$ cat src/hw/rtl/cmmke_pkg.sv
// Package for the class-masked minimum key extraction block.
// Holds field widths, command codes, the sequencer state type and the class decoder.
// Depends on nothing.
package cmmke_pkg;

    localparam int TABLE_DEPTH = 64;
    localparam int KEY_W       = 30;
    localparam int CLASS_W     = 2;
    localparam int MASK_W      = 3;

    localparam logic CMD_LOAD  = 1'b0;
    localparam logic CMD_QUERY = 1'b1;

    typedef enum logic [2:0] {
        ST_CLEAR,
        ST_IDLE,
        ST_SCAN,
        ST_FINISH
    } state_t;

    // Class 0 and 1 map to their own bit, every other code to class 2.
    function automatic logic [MASK_W-1:0] class_bit(input logic [CLASS_W-1:0] code);
        logic [MASK_W-1:0] m;
        unique case (code)
            2'd0:    m = 3'b001;
            2'd1:    m = 3'b010;
            default: m = 3'b100;
        endcase
        return m;
    endfunction

endpackage

$ cat src/hw/rtl/class_masked_min_key_extract.sv
// Class-masked minimum key extraction: keyed table, each entry in up to three classes.
// Single module with key and class-mask memories scanned by one compare unit.
// Depends on cmmke_pkg.
//
//  channel | dir | beat contents
//  s_      | in  | tuser = cmd; tdata = entry_key, first_class, second_class, query_class
//  m_      | out | tuser = found; tdata = min_key (query beats only)
//
// Every item scans the whole table through one read port, one slot a cycle;
// no new item is taken until its scan and finish are done.
// After reset the class-mask memory is cleared, one slot a cycle, and s_tready
// stays low until every slot is cleared. A result waits in the output register while the
// next item is taken; a query finish holds until that register is free.
module class_masked_min_key_extract #(
    parameter int TABLE_DEPTH = cmmke_pkg::TABLE_DEPTH
) (
    input  logic        aclk,
    input  logic        aresetn,

    input  logic        s_tvalid,
    output logic        s_tready,
    input  logic        s_tuser,   // [0] cmd
    input  logic [39:0] s_tdata,   // [29:0] entry_key, [31:30] first_class,
                                   // [33:32] second_class, [35:34] query_class, [39:36] zero

    output logic        m_tvalid,
    input  logic        m_tready,
    output logic        m_tuser,   // [0] found
    output logic [31:0] m_tdata    // [29:0] min_key, [31:30] zero
);

    localparam int ADDR_W = $clog2(TABLE_DEPTH);
    localparam int KEY_W  = cmmke_pkg::KEY_W;
    localparam int MASK_W = cmmke_pkg::MASK_W;
    localparam logic [ADDR_W-1:0] LAST_SLOT = ADDR_W'(TABLE_DEPTH - 1);

    logic [KEY_W-1:0]  key_mem  [TABLE_DEPTH];
    logic [MASK_W-1:0] mask_mem [TABLE_DEPTH];

    cmmke_pkg::state_t state_reg, state_next;

    logic [ADDR_W-1:0] addr_reg;
    logic              issue_reg;
    logic              rd_vld_reg;
    logic [ADDR_W-1:0] idx_d_reg;
    logic [KEY_W-1:0]  key_rd_reg;
    logic [MASK_W-1:0] mask_rd_reg;

    logic              cmd_reg;
    logic [KEY_W-1:0]  key_reg;
    logic [MASK_W-1:0] new_mask_reg;
    logic [MASK_W-1:0] want_reg;

    logic              found_reg;
    logic [ADDR_W-1:0] slot_reg;
    logic [KEY_W-1:0]  best_key_reg;
    logic [MASK_W-1:0] old_mask_reg;
    logic              free_reg;
    logic [ADDR_W-1:0] free_slot_reg;

    logic              m_tvalid_reg;
    logic              m_found_reg;
    logic [KEY_W-1:0]  m_key_reg;

    logic              accept;
    logic              scan_done;
    logic              out_free;
    logic              wr_key_en;
    logic              wr_mask_en;
    logic [ADDR_W-1:0] wr_addr;
    logic [MASK_W-1:0] wr_mask;
    logic              out_load;

    // Shared compare unit.
    logic key_eq;
    logic key_lt;
    assign key_eq = (key_rd_reg == key_reg);
    assign key_lt = (key_rd_reg < best_key_reg);

    assign accept    = s_tvalid && s_tready;
    assign scan_done = rd_vld_reg && (idx_d_reg == LAST_SLOT);
    assign out_free  = !m_tvalid_reg || m_tready;

    // Next state.
    always_comb begin
        state_next = state_reg;
        unique case (state_reg)
            cmmke_pkg::ST_CLEAR: begin
                if (addr_reg == LAST_SLOT) state_next = cmmke_pkg::ST_IDLE;
            end
            cmmke_pkg::ST_IDLE: begin
                if (s_tvalid) state_next = cmmke_pkg::ST_SCAN;
            end
            cmmke_pkg::ST_SCAN: begin
                if (scan_done) state_next = cmmke_pkg::ST_FINISH;
            end
            cmmke_pkg::ST_FINISH: begin
                if (cmd_reg == cmmke_pkg::CMD_LOAD || out_free) state_next = cmmke_pkg::ST_IDLE;
            end
            default: state_next = cmmke_pkg::ST_IDLE;
        endcase
    end

    // Outputs of the sequencer: memory write port and handshake.
    always_comb begin
        s_tready   = 1'b0;
        wr_key_en  = 1'b0;
        wr_mask_en = 1'b0;
        wr_addr    = addr_reg;
        wr_mask    = '0;
        out_load   = 1'b0;
        unique case (state_reg)
            cmmke_pkg::ST_CLEAR: begin
                wr_mask_en = 1'b1;
            end
            cmmke_pkg::ST_IDLE: begin
                s_tready = 1'b1;
            end
            cmmke_pkg::ST_SCAN: begin
            end
            cmmke_pkg::ST_FINISH: begin
                // Writes here are idempotent, so a held finish may repeat them.
                if (cmd_reg == cmmke_pkg::CMD_LOAD) begin
                    if (found_reg) begin
                        wr_mask_en = 1'b1;
                        wr_addr    = slot_reg;
                        wr_mask    = old_mask_reg | new_mask_reg;
                    end else if (free_reg) begin
                        wr_key_en  = 1'b1;
                        wr_mask_en = 1'b1;
                        wr_addr    = free_slot_reg;
                        wr_mask    = new_mask_reg;
                    end
                end else begin
                    wr_mask_en = found_reg;
                    wr_addr    = slot_reg;
                    out_load   = out_free;
                end
            end
            default: begin
            end
        endcase
    end

    // Memories: one write and one registered read a cycle.
    always_ff @(posedge aclk) begin
        if (wr_key_en) key_mem[wr_addr] <= key_reg;
        if (wr_mask_en) mask_mem[wr_addr] <= wr_mask;
        key_rd_reg  <= key_mem[addr_reg];
        mask_rd_reg <= mask_mem[addr_reg];
        idx_d_reg   <= addr_reg;
    end

    // Control registers.
    always_ff @(posedge aclk) begin
        if (!aresetn) begin
            state_reg    <= cmmke_pkg::ST_CLEAR;
            addr_reg     <= '0;
            issue_reg    <= 1'b0;
            rd_vld_reg   <= 1'b0;
            m_tvalid_reg <= 1'b0;
        end else begin
            state_reg  <= state_next;
            rd_vld_reg <= (state_reg == cmmke_pkg::ST_SCAN) && issue_reg;
            unique case (state_reg)
                cmmke_pkg::ST_CLEAR: addr_reg <= addr_reg + 1'b1;
                cmmke_pkg::ST_IDLE: begin
                    addr_reg  <= '0;
                    issue_reg <= accept;
                end
                cmmke_pkg::ST_SCAN: begin
                    if (issue_reg) begin
                        addr_reg <= addr_reg + 1'b1;
                        if (addr_reg == LAST_SLOT) issue_reg <= 1'b0;
                    end
                end
                cmmke_pkg::ST_FINISH: addr_reg <= '0;
                default: addr_reg <= '0;
            endcase
            if (out_load) m_tvalid_reg <= 1'b1;
            else if (m_tready) m_tvalid_reg <= 1'b0;
        end
    end

    // Item capture and scan results.
    always_ff @(posedge aclk) begin
        if (accept) begin
            cmd_reg      <= s_tuser;
            key_reg      <= s_tdata[29:0];
            new_mask_reg <= cmmke_pkg::class_bit(s_tdata[31:30])
                          | cmmke_pkg::class_bit(s_tdata[33:32]);
            want_reg     <= cmmke_pkg::class_bit(s_tdata[35:34]);
            found_reg    <= 1'b0;
            free_reg     <= 1'b0;
        end else if (state_reg == cmmke_pkg::ST_SCAN && rd_vld_reg) begin
            if (cmd_reg == cmmke_pkg::CMD_LOAD) begin
                if (mask_rd_reg != '0) begin
                    if (key_eq && !found_reg) begin
                        found_reg    <= 1'b1;
                        slot_reg     <= idx_d_reg;
                        old_mask_reg <= mask_rd_reg;
                    end
                end else if (!free_reg) begin
                    free_reg      <= 1'b1;
                    free_slot_reg <= idx_d_reg;
                end
            end else if ((mask_rd_reg & want_reg) != '0) begin
                if (!found_reg || key_lt) begin
                    found_reg    <= 1'b1;
                    slot_reg     <= idx_d_reg;
                    best_key_reg <= key_rd_reg;
                end
            end
        end
    end

    // Output register.
    always_ff @(posedge aclk) begin
        if (out_load) begin
            m_found_reg <= found_reg;
            m_key_reg   <= found_reg ? best_key_reg : '0;
        end
    end

    assign m_tvalid = m_tvalid_reg;
    assign m_tuser  = m_found_reg;
    assign m_tdata  = {2'b00, m_key_reg};

endmodule

$ cat config.mk
export PLATFORM = sky130hd
export DESIGN_NAME = class_masked_min_key_extract
export DESIGN_NICKNAME = d
export VERILOG_FILES = /design/src/hw/rtl/cmmke_pkg.sv /design/src/hw/rtl/class_masked_min_key_extract.sv
export SDC_FILE = /design/constraint.sdc
export NUM_CORES = 2
export LEC_CHECK = 0
export ABC_AREA = 1
export BUFFER_PORTS_ARGS = -buffer_cell sky130_fd_sc_hd__clkbuf_2
export CORE_UTILIZATION = 25
export DETAILED_ROUTE_END_ITERATION = 12
export SLEW_MARGIN = 15
export SYNTH_ARGS = -nofsm -noshare
export SYNTH_HDL_FRONTEND = slang
export SYNTH_SLANG_ARGS = --single-unit
$ cat constraint.sdc
create_clock -name aclk -period 12.15 [get_ports aclk]
set_input_delay 1.8225 -clock aclk [delete_from_list [all_inputs] [get_ports aclk]]
set_output_delay 1.8225 -clock aclk [all_outputs]
set_load 0.01 [all_outputs]
==> results.sh <==
export IMPL_grt_max_degree=200
export IMPL_grt_overflow_total=0
export IMPL_power_density_nw_per_um2=191
export IMPL_sw_frac_of_total_pct=30.3
export IMPL_crit_path_top_delay_cell="nor3_2"
export IMPL_synthAdderAreaFrac_pct=0.482
export IMPL_coreArea_um2=360000
export IMPL_root_buffer="clkbuf_16"
export IMPL_finalHoldViolCount=0
export IMPL_port_buffers=73
export IMPL_die_h_um=605
export IMPL_drt_initial_drc_count=7081
export IMPL_crit_family="simple AND/OR/NAND/NOR gates"
export IMPL_fmax_ghz=0.201
export IMPL_clk_latency_ns=0.89
export IMPL_clock_sinks=2277
export IMPL_setup_slack_ns=7.16
export IMPL_grt_pass1_vias=56000
export IMPL_grt_pass1_wl_um=380000
export IMPL_final_util_pct=28.9
export IMPL_finalNonFillerCells=12200
export IMPL_synthCells=7243
export IMPL_fp_dieW_um=605
export IMPL_synth_area_leader_cell="edfxtp_1"
export IMPL_synth_seq_cells=2277
export IMPL_row_count=220
export IMPL_leakagePower_uw=0.0334
export IMPL_start_util_pct=25.2
export IMPL_syn2layout_area_growth_pct=14.7
export IMPL_synth_top_family_by_area="simple AND/OR/NAND/NOR gates"
export IMPL_maxSlewHeadroom_pct=18.2
export IMPL_gp_congestion=0.829
export IMPL_synthTopCellsByArea="edfxtp_1 74%, nor2_1 6.0%, o21ai_0 5.9%, nand2_1 3.2%, o211ai_1 2.2%"
export IMPL_ios=80
export IMPL_cts_hold_fix_buffers=0
export IMPL_largest_reg_flops=1920
export IMPL_post_cts_buffers=0
export IMPL_ir_worst_vdd_mv=0.167
export IMPL_cp_start_kind="register"
export IMPL_postCtsResizedCells=0
export IMPL_drc=0
export IMPL_setup_viol=0
export IMPL_timing_final_crit_share_pct=41.0
export IMPL_synth_edff_count=2225
export IMPL_cts_buffer_depth=3
export IMPL_synthMuxAreaShare_pct=0
export IMPL_synth_seq_area_share_pct=74.7
export IMPL_internal_power_uw=13900
export IMPL_maxCapViolations=0
export IMPL_synth_xor_xnor_area_share_pct=0.0193
export IMPL_status="finished clean"
export IMPL_hold_class="reg2reg"
export IMPL_synth_top_cell_area_share_pct=73.6
export IMPL_worst_pin_slew_ns=1.21
export IMPL_cp_common_cell="nand2_1"
export IMPL_nNetsFinal=7312
export IMPL_synth_avg_cell_area_um2=12.5
export IMPL_dp_hpwl_um=140000
export IMPL_worst_path_buf_inv=3
export IMPL_routed_wl_um=265000
export IMPL_fin_skew_ns=0.0732
export IMPL_synth_most_common_cell="edfxtp_1"
export IMPL_top_regs="key_mem: 1920 flops, mask_mem: 192 flops"
export IMPL_antenna_found_initial=8
export IMPL_top_register="key_mem"
export IMPL_rsz0062_at_grt="false"
export IMPL_cpPeakStageDelay_ns=1.00
export IMPL_cts_max_level=4
export IMPL_cts_tree="built"
export IMPL_crit_fanout=42
export IMPL_totalPowerFinal_uw=19900
export IMPL_synth_async_reset_ratio_pct=0
export IMPL_synth_compound_area_share_pct=10.3
export IMPL_slew_violations=0
export IMPL_yosys_most_used_dff="edfxtp_1"
export IMPL_path_clk_slew_ns=0.07
export IMPL_syn_area_um2=90800
export IMPL_required_ns=12.62
export IMPL_synth_distinct_cells=41
export IMPL_drt_vias_per_instance=4.81
export IMPL_p_clk_share_pct=35.2
export IMPL_path_class="reg2reg"
export IMPL_dp_slack_ns=7.16
export IMPL_p_comb_share_pct=18.8
export IMPL_numCtsBuffers=221
export IMPL_crit_path_end_kind="register"
export IMPL_drive_above_1_share_pct=8.95
export IMPL_dp_cells=11800
export IMPL_die_area_um2=366000
export IMPL_path_cells="inv_1 > nand3_4 > inv_2 > nand2_1 > o211ai_2 > nor2_2 > nand2_1 > nor3_2 > buf_4"
export IMPL_wl_per_cell_um=21.7
export IMPL_synth_common_cells="2225 x edfxtp_1, 1440 x nor2_1, 1071 x o21ai_0, 767 x nand2_1, 261 x o211ai_1"
export IMPL_finalSetupTns_ns=0
export IMPL_worstPathArrival_ns=5.46
export IMPL_yosys_warnings=0
export IMPL_ant_nets=0
export IMPL_yosys_area_share_simple_pct=11.2
export IMPL_fin_crit_ns=4.99
export IMPL_p_seq_share_pct=46.0
export IMPL_drtPass1Iterations=8
export IMPL_switchingPower_uw=6040
export IMPL_num_vias=58700
export IMPL_grtUsageTotal_pct=14.0
==> worst paths after layout <==
kind         slack (ns)         start               to  cells after the start
max                7.16     found_reg  key_mem[28][21]                      9
min                0.46  idx_d_reg[2]      slot_reg[2]                      0
min reg2reg        0.46  idx_d_reg[2]      slot_reg[2]                      0
max reg2reg        7.16     found_reg  key_mem[28][21]                      9
==> cell usage in the layout, fill, tap and decap left out, types with 5 or more instances in the layout <==
master | netlist | final
a21oi_1 | 78 | 77
nand4_1 | 16 | 16
clkbuf_16 | 0 | 223
clkbuf_2 | 0 | 73
dfxtp_1 | 52 | 47
nor2_2 | 6 | 7
o211ai_1 | 261 | 261
clkinv_2 | 0 | 36
nand3b_1 | 5 | 5
clkbuf_1 | 251 | 46
nor3_1 | 73 | 40
inv_1 | 226 | 223
a31oi_1 | 13 | 13
edfxtp_1 | 2225 | 2225
clkbuf_8 | 0 | 7
inv_2 | 14 | 12
o22ai_1 | 217 | 217
nand3_1 | 240 | 240
nand2_1 | 767 | 767
clkinv_1 | 2 | 47
ha_1 | 35 | 35
clkinvlp_4 | 0 | 9
buf_12 | 0 | 5
nor2_4 | 0 | 33
buf_4 | 51 | 153
nor2_1 | 1440 | 1406
inv_16 | 0 | 5
o21ai_0 | 1071 | 1071
nor3_2 | 3 | 32
bufinv_16 | 0 | 29
==> layout make-up <==
class                   instances  area [µm²]
diodes                          4        10.0
inverters                     242         936
fillers                     36000      256000
multi-input cells            4259       20400
clock inverters               134        1560
well taps                    4773        5970
flip-flops and latches       2277       67900
repair buffers                231        1610
clock buffers                 276        5850
==> power by group through the flow <==
stage | Combinational, µW | Sequential, µW | Clock [µW]
global placement | 3590 | 9310 | 0
global route | 4120 | 9160 | 7380
detailed placement | 3690 | 9320 | 0
finish | 3750 | 9160 | 7010
CTS | 3700 | 9150 | 7100
floorplan | 2500 | 9240 | 0
==> metal layers <==
metal / global-route usage [%] / up-vias / wire [µm]
li1: - / 26100 / -
met1: 18.3 / 29300 / 106000
met2: 22.6 / 2741 / 123000
met3: 2.22 / 505 / 23400
met4: 6.93 / 0 / 13200
met5: 0 / - / 0
==> logic make-up after synthesis <==
group           Yosys count
compound gates         1660
xor+xnor                  2
fa+ha+maj                35
buf+inv                 708
flops                  2277
other cells               1
simple gates           2560
==> stage by stage <==
stage | instance area [µm²] | hold slack (ns)
floorplan | 90800 | 0.326
global placement | 96800 | 0.435
detailed placement | 96800 | 0.444
CTS | 104000 | 0.461
global route | 104000 | 0.469
finish | 104000 | 0.462
(Power assumes the default switching activity.)
